**config.mk**
```make
export PLATFORM = sky130hd
export DESIGN_NAME = ata_dma_command_issuer_unit_flat
export DESIGN_NICKNAME = d
export VERILOG_FILES = /design/src/hdl/adci_pkg.sv /design/src/hdl/adci_if.sv /design/src/hdl/adci_sequencer.sv /design/src/hdl/adci_datapath.sv /design/src/hdl/ata_dma_command_issuer_unit.sv /design/src/flat_wrapper.sv
export SDC_FILE = /design/constraint.sdc
export NUM_CORES = 1
export LEC_CHECK = 0
export ABC_AREA = 1
export ABC_CLOCK_PERIOD_IN_PS = 9250
export BUFFER_PORTS_ARGS = -buffer_cell sky130_fd_sc_hd__buf_2
export CELL_PAD_IN_SITES_DETAIL_PLACEMENT = 0
export CELL_PAD_IN_SITES_GLOBAL_PLACEMENT = 1
export CORE_ASPECT_RATIO = 1.1
export CORE_UTILIZATION = 44
export DETAILED_ROUTE_END_ITERATION = 12
export PLACE_DENSITY_LB_ADDON = 0.2
export RECOVER_POWER = 25
export SLEW_MARGIN = 20
export SYNTH_ARGS = -nofsm -noshare
export SYNTH_HDL_FRONTEND = slang
export SYNTH_SLANG_ARGS = --single-unit
```
**constraint.sdc**
```tcl
create_clock -name clk_i -period 9.25 [get_ports clk_i]
set_input_delay 1.85 -clock clk_i [delete_from_list [all_inputs] [get_ports clk_i]]
set_output_delay 1.85 -clock clk_i [all_outputs]
set_load 0.05 [all_outputs]
```
**src/hdl/adci_pkg.sv**
```systemverilog
// shared types, register codes and command constants of the ata dma command issuer
`timescale 1ns / 1ps

package adci_pkg;

  // default table geometry
  localparam int unsigned TABLE_ENTRIES_DEF     = 16;
  localparam int unsigned SECTORS_PER_ENTRY_DEF = 63;

  // field widths
  localparam int unsigned LBA_W    = 48;
  localparam int unsigned COUNT_W  = 10;
  localparam int unsigned ADDR_W   = 32;
  localparam int unsigned BC_W     = 16;
  localparam int unsigned OFF_W    = 4;
  localparam int unsigned CFG_IDX_W  = 8;
  localparam int unsigned CFG_DATA_W = 48;
  localparam int unsigned SECTOR_SHIFT = 9;  // 512-byte sectors

  // microprogram geometry
  localparam int unsigned PC_W     = 5;
  localparam int unsigned UC_DEPTH = 18;

  // configuration register indexes
  localparam logic [CFG_IDX_W-1:0] REG_LBA48_ENABLE     = 8'd0;
  localparam logic [CFG_IDX_W-1:0] REG_CAPACITY_SECTORS = 8'd1;
  localparam logic [CFG_IDX_W-1:0] REG_BUSMASTER_ENABLE = 8'd2;
  localparam logic [CFG_IDX_W-1:0] REG_TABLE_BASE_ADDR  = 8'd3;

  // register offsets
  localparam logic [OFF_W-1:0] OFF_NONE     = 4'd0;
  localparam logic [OFF_W-1:0] OFF_BM_CMD   = 4'd0;
  localparam logic [OFF_W-1:0] OFF_BM_TABLE = 4'd4;
  localparam logic [OFF_W-1:0] OFF_TF_COUNT = 4'd2;
  localparam logic [OFF_W-1:0] OFF_TF_LBA_L = 4'd3;
  localparam logic [OFF_W-1:0] OFF_TF_LBA_M = 4'd4;
  localparam logic [OFF_W-1:0] OFF_TF_LBA_H = 4'd5;
  localparam logic [OFF_W-1:0] OFF_TF_DEV   = 4'd6;
  localparam logic [OFF_W-1:0] OFF_TF_CMD   = 4'd7;

  // command and control bytes
  localparam logic [7:0] CMD_RD28 = 8'hC8;
  localparam logic [7:0] CMD_WR28 = 8'hCA;
  localparam logic [7:0] CMD_RD48 = 8'h25;
  localparam logic [7:0] CMD_WR48 = 8'h35;
  localparam logic [7:0] DEV_BASE = 8'hE0;
  localparam logic [7:0] BM_START = 8'h01;
  localparam logic [7:0] BM_RESET = 8'h04;
  localparam logic [7:0] BM_READ  = 8'h08;
  localparam logic [LBA_W:0] LBA28_LIMIT = 49'h0_0000_1000_0000;  // last lba + 1
  localparam int unsigned LBA28_MAX_COUNT = 256;

  typedef enum logic [1:0] {
    TGT_PRD    = 2'd0,
    TGT_BM     = 2'd1,
    TGT_TF     = 2'd2,
    TGT_STATUS = 2'd3
  } tgt_e;

  typedef enum logic [1:0] {
    ST_OK       = 2'd0,
    ST_INVALID  = 2'd1,
    ST_TOO_MANY = 2'd2
  } status_e;

  typedef enum logic [1:0] {
    COND_NONE   = 2'd0,
    COND_ERR    = 2'd1,
    COND_NARROW = 2'd2,
    COND_MORE   = 2'd3
  } cond_e;

  typedef enum logic [3:0] {
    SEL_ZERO     = 4'd0,
    SEL_PRD      = 4'd1,
    SEL_BM_RESET = 4'd2,
    SEL_TABLE    = 4'd3,
    SEL_DEV      = 4'd4,
    SEL_CNT_HI   = 4'd5,
    SEL_LBA_24   = 4'd6,
    SEL_LBA_32   = 4'd7,
    SEL_LBA_40   = 4'd8,
    SEL_CNT_LO   = 4'd9,
    SEL_LBA_0    = 4'd10,
    SEL_LBA_8    = 4'd11,
    SEL_LBA_16   = 4'd12,
    SEL_CMD      = 4'd13,
    SEL_BM_START = 4'd14
  } sel_e;

  // one microcode control word
  typedef struct packed {
    logic             emit;
    logic             last;
    logic             done;
    logic             calc;
    logic             chk;
    cond_e            cond;
    logic [PC_W-1:0]  jaddr;
    tgt_e             tgt;
    logic [OFF_W-1:0] off;
    sel_e             sel;
  } ucode_t;

  // sequencer to datapath
  typedef struct packed {
    logic   fire;
    ucode_t word;
  } ctrl_t;

  // datapath to sequencer
  typedef struct packed {
    logic err;
    logic narrow;
    logic more;
    logic out_free;
  } flags_t;

  typedef struct packed {
    logic               func;
    logic [LBA_W-1:0]   start_lba;
    logic [COUNT_W-1:0] sector_count;
    logic               drive_select;
    logic [ADDR_W-1:0]  buffer_addr;
  } req_t;

  typedef struct packed {
    logic [1:0]        target;
    logic [OFF_W-1:0]  reg_offset;
    logic [ADDR_W-1:0] data_value;
    logic [BC_W-1:0]   prd_byte_count;
    logic              prd_end;
    logic [1:0]        status;
    logic              last;
  } res_t;

endpackage

```
**src/hdl/adci_if.sv**
```systemverilog
// request, result and configuration channel interfaces
`timescale 1ns / 1ps

interface adci_req_if;
  logic          valid;
  logic          ready;
  adci_pkg::req_t data;
  modport source (output valid, output data, input ready);
  modport sink (input valid, input data, output ready);
endinterface

interface adci_res_if;
  logic          valid;
  logic          ready;
  adci_pkg::res_t data;
  modport source (output valid, output data, input ready);
  modport sink (input valid, input data, output ready);
endinterface

interface adci_cfg_if;
  logic                                valid;
  logic                                ready;
  logic [adci_pkg::CFG_IDX_W-1:0]      index;
  logic [adci_pkg::CFG_DATA_W-1:0]     wdata;
  modport source (output valid, output index, output wdata, input ready);
  modport sink (input valid, input index, input wdata, output ready);
endinterface

```
**src/hdl/adci_sequencer.sv**
```systemverilog
// microprogram rom, step counter and branch logic
`timescale 1ns / 1ps

module adci_sequencer (
  input  logic             clk_i,
  input  logic             rst_ni,
  input  logic             start_i,
  input  adci_pkg::flags_t flags_i,
  output logic             req_ready_o,
  output adci_pkg::ctrl_t  ctrl_o
);

  localparam logic [adci_pkg::PC_W-1:0] UC_PRD    = 5'd2;
  localparam logic [adci_pkg::PC_W-1:0] UC_LBA28  = 5'd11;
  localparam logic [adci_pkg::PC_W-1:0] UC_ERR    = 5'd17;
  localparam logic [adci_pkg::PC_W-1:0] UC_NOJUMP = 5'd0;

  // emit, last, done, calc, chk, cond, jaddr, tgt, off, sel
  localparam adci_pkg::ucode_t ROM [adci_pkg::UC_DEPTH] = '{
    '{1'b0, 1'b0, 1'b0, 1'b1, 1'b0, adci_pkg::COND_NONE, UC_NOJUMP,
      adci_pkg::TGT_STATUS, adci_pkg::OFF_NONE, adci_pkg::SEL_ZERO},
    '{1'b0, 1'b0, 1'b0, 1'b0, 1'b1, adci_pkg::COND_ERR, UC_ERR,
      adci_pkg::TGT_STATUS, adci_pkg::OFF_NONE, adci_pkg::SEL_ZERO},
    '{1'b1, 1'b0, 1'b0, 1'b0, 1'b0, adci_pkg::COND_MORE, UC_PRD,
      adci_pkg::TGT_PRD, adci_pkg::OFF_NONE, adci_pkg::SEL_PRD},
    '{1'b1, 1'b0, 1'b0, 1'b0, 1'b0, adci_pkg::COND_NONE, UC_NOJUMP,
      adci_pkg::TGT_BM, adci_pkg::OFF_BM_CMD, adci_pkg::SEL_BM_RESET},
    '{1'b1, 1'b0, 1'b0, 1'b0, 1'b0, adci_pkg::COND_NONE, UC_NOJUMP,
      adci_pkg::TGT_BM, adci_pkg::OFF_BM_TABLE, adci_pkg::SEL_TABLE},
    '{1'b1, 1'b0, 1'b0, 1'b0, 1'b0, adci_pkg::COND_NONE, UC_NOJUMP,
      adci_pkg::TGT_TF, adci_pkg::OFF_TF_DEV, adci_pkg::SEL_DEV},
    '{1'b0, 1'b0, 1'b0, 1'b0, 1'b0, adci_pkg::COND_NARROW, UC_LBA28,
      adci_pkg::TGT_STATUS, adci_pkg::OFF_NONE, adci_pkg::SEL_ZERO},
    '{1'b1, 1'b0, 1'b0, 1'b0, 1'b0, adci_pkg::COND_NONE, UC_NOJUMP,
      adci_pkg::TGT_TF, adci_pkg::OFF_TF_COUNT, adci_pkg::SEL_CNT_HI},
    '{1'b1, 1'b0, 1'b0, 1'b0, 1'b0, adci_pkg::COND_NONE, UC_NOJUMP,
      adci_pkg::TGT_TF, adci_pkg::OFF_TF_LBA_L, adci_pkg::SEL_LBA_24},
    '{1'b1, 1'b0, 1'b0, 1'b0, 1'b0, adci_pkg::COND_NONE, UC_NOJUMP,
      adci_pkg::TGT_TF, adci_pkg::OFF_TF_LBA_M, adci_pkg::SEL_LBA_32},
    '{1'b1, 1'b0, 1'b0, 1'b0, 1'b0, adci_pkg::COND_NONE, UC_NOJUMP,
      adci_pkg::TGT_TF, adci_pkg::OFF_TF_LBA_H, adci_pkg::SEL_LBA_40},
    '{1'b1, 1'b0, 1'b0, 1'b0, 1'b0, adci_pkg::COND_NONE, UC_NOJUMP,
      adci_pkg::TGT_TF, adci_pkg::OFF_TF_COUNT, adci_pkg::SEL_CNT_LO},
    '{1'b1, 1'b0, 1'b0, 1'b0, 1'b0, adci_pkg::COND_NONE, UC_NOJUMP,
      adci_pkg::TGT_TF, adci_pkg::OFF_TF_LBA_L, adci_pkg::SEL_LBA_0},
    '{1'b1, 1'b0, 1'b0, 1'b0, 1'b0, adci_pkg::COND_NONE, UC_NOJUMP,
      adci_pkg::TGT_TF, adci_pkg::OFF_TF_LBA_M, adci_pkg::SEL_LBA_8},
    '{1'b1, 1'b0, 1'b0, 1'b0, 1'b0, adci_pkg::COND_NONE, UC_NOJUMP,
      adci_pkg::TGT_TF, adci_pkg::OFF_TF_LBA_H, adci_pkg::SEL_LBA_16},
    '{1'b1, 1'b0, 1'b0, 1'b0, 1'b0, adci_pkg::COND_NONE, UC_NOJUMP,
      adci_pkg::TGT_TF, adci_pkg::OFF_TF_CMD, adci_pkg::SEL_CMD},
    '{1'b1, 1'b1, 1'b1, 1'b0, 1'b0, adci_pkg::COND_NONE, UC_NOJUMP,
      adci_pkg::TGT_BM, adci_pkg::OFF_BM_CMD, adci_pkg::SEL_BM_START},
    '{1'b1, 1'b1, 1'b1, 1'b0, 1'b0, adci_pkg::COND_NONE, UC_NOJUMP,
      adci_pkg::TGT_STATUS, adci_pkg::OFF_NONE, adci_pkg::SEL_ZERO}
  };

  logic                      busy_q, busy_d;
  logic [adci_pkg::PC_W-1:0] pc_q, pc_d;
  adci_pkg::ucode_t          word;
  logic                      stall;
  logic                      taken;

  assign word  = ROM[pc_q];
  // a word that writes waits until the result register is free
  assign stall = word.emit && !flags_i.out_free;

  always_comb begin
    case (word.cond)
      adci_pkg::COND_NONE:   taken = 1'b0;
      adci_pkg::COND_ERR:    taken = flags_i.err;
      adci_pkg::COND_NARROW: taken = flags_i.narrow;
      adci_pkg::COND_MORE:   taken = flags_i.more;
      default:               taken = 1'b0;
    endcase
  end

  always_comb begin
    busy_d = busy_q;
    pc_d   = pc_q;
    if (start_i) begin
      busy_d = 1'b1;
      pc_d   = '0;
    end else if (busy_q && !stall) begin
      if (word.done) begin
        busy_d = 1'b0;
      end else if (taken) begin
        pc_d = word.jaddr;
      end else begin
        pc_d = pc_q + 1'b1;
      end
    end
  end

  always_ff @(posedge clk_i or negedge rst_ni) begin
    if (!rst_ni) begin
      busy_q <= 1'b0;
      pc_q   <= '0;
    end else begin
      busy_q <= busy_d;
      pc_q   <= pc_d;
    end
  end

  assign req_ready_o = !busy_q;
  assign ctrl_o.fire = busy_q && !stall;
  assign ctrl_o.word = word;

endmodule

```
**src/hdl/adci_datapath.sv**
```systemverilog
// request registers, configuration registers, checks, descriptor walk and result register
`timescale 1ns / 1ps

module adci_datapath #(
  parameter int unsigned TABLE_ENTRIES     = adci_pkg::TABLE_ENTRIES_DEF,
  parameter int unsigned SECTORS_PER_ENTRY = adci_pkg::SECTORS_PER_ENTRY_DEF
) (
  input  logic                                clk_i,
  input  logic                                rst_ni,
  input  logic                                start_i,
  input  adci_pkg::req_t                      req_i,
  input  logic                                cfg_we_i,
  input  logic [adci_pkg::CFG_IDX_W-1:0]      cfg_index_i,
  input  logic [adci_pkg::CFG_DATA_W-1:0]     cfg_wdata_i,
  input  adci_pkg::ctrl_t                     ctrl_i,
  output adci_pkg::flags_t                    flags_o,
  input  logic                                res_ready_i,
  output logic                                res_valid_o,
  output adci_pkg::res_t                      res_o
);

  localparam int unsigned MAX_SECTORS = TABLE_ENTRIES * SECTORS_PER_ENTRY;
  localparam int unsigned IDX_W = (TABLE_ENTRIES > 1) ? $clog2(TABLE_ENTRIES) : 1;
  localparam int unsigned SPE_W = $clog2(SECTORS_PER_ENTRY + 1);
  localparam int unsigned LBA_W = adci_pkg::LBA_W;
  localparam int unsigned CNT_W = adci_pkg::COUNT_W;
  localparam int unsigned ADR_W = adci_pkg::ADDR_W;

  // configuration
  logic              lba48_q;
  logic [LBA_W-1:0]  cap_q;
  logic              bm_q;
  logic [ADR_W-1:0]  tbase_q;

  // request and walk state
  logic              func_q;
  logic [LBA_W-1:0]  lba_q;
  logic [CNT_W-1:0]  count_q;
  logic              drv_q;
  logic [ADR_W-1:0]  addr_q;
  logic [CNT_W-1:0]  left_q;
  logic [IDX_W-1:0]  idx_q;
  logic [LBA_W:0]    sum_q;
  adci_pkg::status_e status_q;
  logic              wide_q;

  adci_pkg::res_t    res_q, res_d;
  logic              res_valid_q;

  adci_pkg::status_e status_c;
  logic              wide_c;
  logic              invalid_c;
  logic              more;
  logic [SPE_W-1:0]  sect;
  logic [ADR_W-1:0]  sect_bytes;
  logic              out_free;
  logic              load;
  logic [7:0]        byte_c;
  logic [7:0]        cmd_c;

  always_ff @(posedge clk_i or negedge rst_ni) begin
    if (!rst_ni) begin
      lba48_q <= 1'b0;
      cap_q   <= '0;
      bm_q    <= 1'b0;
      tbase_q <= '0;
    end else if (cfg_we_i) begin
      case (cfg_index_i)
        adci_pkg::REG_LBA48_ENABLE:     lba48_q <= cfg_wdata_i[0];
        adci_pkg::REG_CAPACITY_SECTORS: cap_q   <= cfg_wdata_i[LBA_W-1:0];
        adci_pkg::REG_BUSMASTER_ENABLE: bm_q    <= cfg_wdata_i[0];
        adci_pkg::REG_TABLE_BASE_ADDR:  tbase_q <= cfg_wdata_i[ADR_W-1:0];
        default: ;
      endcase
    end
  end

  // request checks, from the sum registered one step earlier
  assign wide_c    = lba48_q && (lba_q[LBA_W-1:28] != '0);
  assign invalid_c = (count_q == '0) || !bm_q ||
                     ((cap_q != '0) && (sum_q > {1'b0, cap_q}));

  always_comb begin
    if (invalid_c) begin
      status_c = adci_pkg::ST_INVALID;
    end else if (32'(count_q) > MAX_SECTORS) begin
      status_c = adci_pkg::ST_TOO_MANY;
    end else if (!wide_c && (32'(count_q) > adci_pkg::LBA28_MAX_COUNT)) begin
      status_c = adci_pkg::ST_TOO_MANY;
    end else if (!wide_c && (sum_q > adci_pkg::LBA28_LIMIT)) begin
      status_c = adci_pkg::ST_INVALID;
    end else begin
      status_c = adci_pkg::ST_OK;
    end
  end

  // descriptor walk
  assign more       = left_q > CNT_W'(SECTORS_PER_ENTRY);
  assign sect       = more ? SPE_W'(SECTORS_PER_ENTRY) : left_q[SPE_W-1:0];
  assign sect_bytes = ADR_W'(sect) << adci_pkg::SECTOR_SHIFT;

  assign out_free = !res_valid_q || res_ready_i;
  assign load     = ctrl_i.fire && ctrl_i.word.emit;

  always_comb begin
    if (wide_q) begin
      cmd_c = func_q ? adci_pkg::CMD_WR48 : adci_pkg::CMD_RD48;
    end else begin
      cmd_c = func_q ? adci_pkg::CMD_WR28 : adci_pkg::CMD_RD28;
    end
  end

  always_comb begin
    case (ctrl_i.word.sel)
      adci_pkg::SEL_BM_RESET: byte_c = adci_pkg::BM_RESET;
      adci_pkg::SEL_DEV:      byte_c = adci_pkg::DEV_BASE |
                                       {3'b000, drv_q, lba_q[27:24]};
      adci_pkg::SEL_CNT_HI:   byte_c = 8'(count_q >> 8);
      adci_pkg::SEL_LBA_24:   byte_c = lba_q[31:24];
      adci_pkg::SEL_LBA_32:   byte_c = lba_q[39:32];
      adci_pkg::SEL_LBA_40:   byte_c = lba_q[47:40];
      adci_pkg::SEL_CNT_LO:   byte_c = count_q[7:0];
      adci_pkg::SEL_LBA_0:    byte_c = lba_q[7:0];
      adci_pkg::SEL_LBA_8:    byte_c = lba_q[15:8];
      adci_pkg::SEL_LBA_16:   byte_c = lba_q[23:16];
      adci_pkg::SEL_CMD:      byte_c = cmd_c;
      adci_pkg::SEL_BM_START: byte_c = adci_pkg::BM_START |
                                       (func_q ? 8'h00 : adci_pkg::BM_READ);
      default:                byte_c = 8'h00;
    endcase
  end

  always_comb begin
    res_d                = '0;
    res_d.target         = 2'(ctrl_i.word.tgt);
    res_d.reg_offset     = ctrl_i.word.off;
    res_d.status         = 2'(status_q);
    res_d.last           = ctrl_i.word.last;
    case (ctrl_i.word.sel)
      adci_pkg::SEL_PRD: begin
        res_d.reg_offset     = 4'(idx_q);
        res_d.data_value     = addr_q;
        res_d.prd_byte_count = adci_pkg::BC_W'(sect_bytes) - 1'b1;
        res_d.prd_end        = !more;
      end
      adci_pkg::SEL_TABLE: res_d.data_value = tbase_q;
      adci_pkg::SEL_ZERO:  res_d.data_value = '0;
      default:             res_d.data_value = ADR_W'(byte_c);
    endcase
  end

  always_ff @(posedge clk_i) begin
    if (start_i) begin
      func_q  <= req_i.func;
      lba_q   <= req_i.start_lba;
      count_q <= req_i.sector_count;
      drv_q   <= req_i.drive_select;
      addr_q  <= req_i.buffer_addr;
      left_q  <= req_i.sector_count;
      idx_q   <= '0;
    end else if (ctrl_i.fire) begin
      if (ctrl_i.word.sel == adci_pkg::SEL_PRD) begin
        addr_q <= addr_q + sect_bytes;
        left_q <= left_q - CNT_W'(sect);
        idx_q  <= idx_q + 1'b1;
      end
    end
    if (ctrl_i.fire && ctrl_i.word.calc) begin
      sum_q <= (LBA_W + 1)'(lba_q) + (LBA_W + 1)'(count_q);
    end
    if (load) begin
      res_q <= res_d;
    end
  end

  always_ff @(posedge clk_i or negedge rst_ni) begin
    if (!rst_ni) begin
      status_q    <= adci_pkg::ST_OK;
      wide_q      <= 1'b0;
      res_valid_q <= 1'b0;
    end else begin
      if (ctrl_i.fire && ctrl_i.word.chk) begin
        status_q <= status_c;
        wide_q   <= wide_c;
      end
      if (load) begin
        res_valid_q <= 1'b1;
      end else if (res_ready_i) begin
        res_valid_q <= 1'b0;
      end
    end
  end

  assign flags_o.err      = status_c != adci_pkg::ST_OK;
  assign flags_o.narrow   = !wide_q;
  assign flags_o.more     = more;
  assign flags_o.out_free = out_free;

  assign res_valid_o = res_valid_q;
  assign res_o       = res_q;

endmodule

```
**src/hdl/ata_dma_command_issuer_unit.sv**
```systemverilog
// top level of the ata bus-master dma command issuer
// one request at a time; the microprogram runs one control word per cycle while the result
//   register is free: 2 check steps, a word per descriptor entry, a mode branch step and 9
//   (lba28) or 13 (lba48) register words
// a rejected request gives its single status word as the word after the check steps
// a stalled result register holds the sequencer; request ready returns after the last word
// reset (asynchronous, active low) clears the sequencer, result valid and all config registers
`timescale 1ns / 1ps

module ata_dma_command_issuer_unit #(
  parameter int unsigned TABLE_ENTRIES     = adci_pkg::TABLE_ENTRIES_DEF,
  parameter int unsigned SECTORS_PER_ENTRY = adci_pkg::SECTORS_PER_ENTRY_DEF
) (
  input  logic        clk_i,
  input  logic        rst_ni,
  adci_req_if.sink    req_i,
  adci_res_if.source  res_o,
  adci_cfg_if.sink    cfg_i
);

  adci_pkg::flags_t flags;
  adci_pkg::ctrl_t  ctrl;
  logic             req_ready;
  logic             start;

  assign start       = req_i.valid && req_ready;
  assign req_i.ready = req_ready;
  assign cfg_i.ready = 1'b1;

  adci_sequencer u_seq (
    .clk_i       (clk_i),
    .rst_ni      (rst_ni),
    .start_i     (start),
    .flags_i     (flags),
    .req_ready_o (req_ready),
    .ctrl_o      (ctrl)
  );

  adci_datapath #(
    .TABLE_ENTRIES     (TABLE_ENTRIES),
    .SECTORS_PER_ENTRY (SECTORS_PER_ENTRY)
  ) u_dp (
    .clk_i       (clk_i),
    .rst_ni      (rst_ni),
    .start_i     (start),
    .req_i       (req_i.data),
    .cfg_we_i    (cfg_i.valid),
    .cfg_index_i (cfg_i.index),
    .cfg_wdata_i (cfg_i.wdata),
    .ctrl_i      (ctrl),
    .flags_o     (flags),
    .res_ready_i (res_o.ready),
    .res_valid_o (res_o.valid),
    .res_o       (res_o.data)
  );

endmodule

```
**src/flat_wrapper.sv**
```systemverilog
// flat-port wrapper written by rule: the top's interface ports become plain ports
module ata_dma_command_issuer_unit_flat 
#(
  parameter int unsigned TABLE_ENTRIES     = adci_pkg::TABLE_ENTRIES_DEF,
  parameter int unsigned SECTORS_PER_ENTRY = adci_pkg::SECTORS_PER_ENTRY_DEF
)
  (clk_i, rst_ni, req_i_valid, req_i_data, req_i_ready, res_o_valid, res_o_data, res_o_ready, cfg_i_valid, cfg_i_index, cfg_i_wdata, cfg_i_ready);
  adci_req_if req_i_i ();
  adci_res_if res_o_i ();
  adci_cfg_if cfg_i_i ();
  input  logic clk_i;
  input  logic rst_ni;
  input wire logic [$bits(req_i_i.valid)-1:0] req_i_valid;
  input wire logic [$bits(req_i_i.data)-1:0] req_i_data;
  output wire logic [$bits(req_i_i.ready)-1:0] req_i_ready;
  output wire logic [$bits(res_o_i.valid)-1:0] res_o_valid;
  output wire logic [$bits(res_o_i.data)-1:0] res_o_data;
  input wire logic [$bits(res_o_i.ready)-1:0] res_o_ready;
  input wire logic [$bits(cfg_i_i.valid)-1:0] cfg_i_valid;
  input wire logic [$bits(cfg_i_i.index)-1:0] cfg_i_index;
  input wire logic [$bits(cfg_i_i.wdata)-1:0] cfg_i_wdata;
  output wire logic [$bits(cfg_i_i.ready)-1:0] cfg_i_ready;
  assign req_i_i.valid = req_i_valid;
  assign req_i_i.data = req_i_data;
  assign req_i_ready = req_i_i.ready;
  assign res_o_valid = res_o_i.valid;
  assign res_o_data = res_o_i.data;
  assign res_o_i.ready = res_o_ready;
  assign cfg_i_i.valid = cfg_i_valid;
  assign cfg_i_i.index = cfg_i_index;
  assign cfg_i_i.wdata = cfg_i_wdata;
  assign cfg_i_ready = cfg_i_i.ready;
  ata_dma_command_issuer_unit #(.TABLE_ENTRIES(TABLE_ENTRIES), .SECTORS_PER_ENTRY(SECTORS_PER_ENTRY)) u_core (.clk_i(clk_i), .rst_ni(rst_ni), .req_i(req_i_i), .res_o(res_o_i), .cfg_i(cfg_i_i));
endmodule
```
==> metrics.txt <==
status=finished, violations left; failing checks=max-capacitance violations, max-slew violations; Max Buffers Root-to-Sink=3; Placed Instance Area=approximately 18,000 sq um; Resize count post-CTS=0; TNS Setup=0 ns; aggregate routed wire length=around 46,000 microns; global placer's final weighted congestion=0.916; worst path bufs/invs=4; CP required=9.42 ns; worst skew pair latency=0.53 ns; Setup Buffers After CTS=0; CP startpoint kind=register; Layout Skew=0.0218 ns; # rows=72; number of global-route vias before repair=12,455; simple-gate share of the synthesized area=a little over 20%; critical path type=reg2reg; FFs w/ async S/R, synth=between 30% and 40%; Sink Count=297; Via Count=12,795; Cells after Synth=1,753; final instance area=18,600 sq um; CTS Buf Count=34; worst min path class=reg2reg; Compound-Gate Fraction of Synth Area=9.66%; RSZ-0062 raised after global routing=no; Final min period=5.39 ns; total power draw=5560 uW; DRC violations left=0; number of max-cap violations=3; setup violators final=0; GR met3 Demand/Resource=2.79%; DR vias/cell=5.18; Top delay family on crit path=simple AND/OR/NAND/NOR gates; sequential fraction of the synthesis area=52.5%; Die Ht=202 microns; Highest Clock Rate=about 0.19 GHz; Max Slew Vio Count=106; post-synthesis area per instance=9.15 sq um; gr ovfl total=0; clock slew at reported path FFs=0.06 ns; I/O pin cnt=214; gr usage total=about a quarter; Fin. Hold Viols=0; layout cells sized above 1=15.3%; fin crit share=58.3%; initial antenna violation count=1; first-pass GRT wire length=around 70,000 microns; fillcell total=3,381; ANT cells=0; final hold slack=0.478 ns; nets=2,192; P_leak=0.00827 uW; Syn Std Cell Area=16,000 sq um; XOR/XNOR Fraction of Synth Area=3.39%; Seq cells post-synth=297; Arr. time, crit path=~5.6 ns; Yosys warnings=0; CTS tree=yes; die area=37,200 sq um; Top Usage Layer GRT=met2; Chip Width=184 microns; antenna-violating nets left=0; Crit. End Element=register; Routed WL per cell=~19 microns; drt first pass iters=5; Main synth FF type=edfxtp_1; worst slew pin tran=2.17 ns; post-synthesis mux area share=0%; I/O Buffers=212; core region area=between 30,000 and 40,000 sq um; CP peak stage delay=1.61 ns; # H-tree levels=2; Post-Synth Adder-Cell Area=under 10%; largest net degree at the start of global routing=97; largest family of logic cells by synthesized area=simple AND/OR/NAND/NOR gates; dpl hpwl=35,900 microns; most common cell after layout, fill and taps aside=nand2_1; most frequent cells in the layout=nand2_1, inv_1, edfxtp_1; Mapped Nets=1,984; Clock Tree Root=clkbuf_16; Max-slew headroom=-45.5%; Worst VDD drop=250 uV; grt met1 use=about a third; Cell Pwr Density=299 nW/um^2; worst-path cell chain=inv_1, ha_1, nand2_1, o21ai_0, o22ai_4, nand2_4, nor2_1, inv_2, nor2_4, inv_2, nand2_1, buf_4; P&R area growth vs syn=15.8%; met2 global-route usage=between 40% and 50%; Crit-path slowest cell=nor2_1; DR iter-0 viols=871; Initial Utilization=approximately 45%; CP max FO=33; synth unique cells=59; number of flops mapped to enable cells by yosys=201; Hold Buf Count CTS=0
==> worst paths after layout <==
check,from,end,slack [ns],cells after the start
min in group asynchronous,rst_ni,u_core.u_dp.tbase_q[9]$_DFFE_PN0P_,1.96,1
max,u_core.u_seq.pc_q[0]$_DFFE_PN0P_,u_core.u_dp.addr_q[25]$_DFFE_PP_,3.86,12
max reg2reg,u_core.u_seq.pc_q[0]$_DFFE_PN0P_,u_core.u_dp.addr_q[25]$_DFFE_PP_,3.86,12
min,u_core.u_dp.idx_q[3]$_SDFFE_PP0P_,u_core.u_dp.idx_q[3]$_SDFFE_PP0P_,0.48,2
min reg2reg,u_core.u_dp.idx_q[3]$_SDFFE_PP0P_,u_core.u_dp.idx_q[3]$_SDFFE_PP0P_,0.48,2
max in group asynchronous,rst_ni,u_core.u_dp.cap_q[47]$_DFFE_PN0P_,5.57,2
==> where the power goes <==
group          switching (uW)  internal (uW)
Clock                     555            806
Sequential                249           1910
Combinational            1520            520
==> cell type report <==
cell class,count,area [sq um],area share [%]
timing repair buffer,218,1090,5.85
clock buffer,45,933,5.03
sequential,297,8420,45.3
clock inverter,17,200,1.08
tap,481,602,3.24
multi-input combinational,1145,6330,34.1
inverter,265,998,5.38
==> through the flow <==
step	std cells	utilization, %	setup slack (ns)
3_5_place_dp	2406	49.3	5.07
2_1_floorplan	1753	-	4.50
5_1_grt	2468	52.3	3.39
3_3_place_gp	2406	49.3	5.22
6_report	2468	52.3	3.86
4_1_cts	2468	52.5	5.53
==> tightest hold or removal path, delay by kind of cell, from the launching register on <==
| family | cells | cell delay, ns |
|---|---|---|
| DFF | 1 | 0.30 |
| buffers and inverters | 1 | 0.07 |
| AOI/OAI and AO/OA | 1 | 0.06 |
==> Yosys cell counts, types with 18 or more instances <==
| cell | n | area (sq um) |
|---|---|---|
| o21ai_0 | 119 | 596 |
| nor2_1 | 166 | 623 |
| nor4_1 | 19 | 119 |
| a21oi_1 | 57 | 285 |
| nor3_1 | 35 | 175 |
| edfxtp_1 | 201 | 6040 |
| ha_1 | 76 | 951 |
| inv_1 | 251 | 942 |
| dfrtp_1 | 92 | 2300 |
| nand3_1 | 76 | 380 |
| clkbuf_1 | 18 | 67.6 |
| nand4_1 | 45 | 282 |
| nand2_1 | 368 | 1380 |
| xor2_1 | 56 | 490 |
==> layer usage <==
layer	vias up	part of all wire, %
met1	5995	46
met5	-	0
met4	0	3.4
met2	397	46
li1	6323	-
met3	80	4.7
==> registers in the layout, summed over array words and instances (netlist names) <==
name	count
u_core.u_dp.res_o	50
u_core.u_dp.sum_q	49
u_core.u_dp.cap_q	48
u_core.u_dp.lba_q	48
u_core.u_dp.addr_q	32
u_core.u_dp.tbase_q	32
u_core.u_dp.count_q	10
u_core.u_dp.left_q	10
u_core.u_seq.pc_q	5
u_core.u_dp.idx_q	4
u_core.u_dp.status_q	2
u_core.u_dp.bm_q	1
u_core.u_dp.drv_q	1
u_core.u_dp.func_q	1
u_core.u_dp.lba48_q	1
u_core.u_dp.res_valid_o	1
u_core.u_dp.wide_q	1
u_core.u_seq.busy_q	1
==> cell families after synthesis <==
family          after synthesis
other cells                   1
buf+inv                     311
compound gates              257
simple gates                747
fa+ha+maj                    78
flops                       297
xor+xnor                     62
Note: power is estimated with default switching activity, not from simulation.
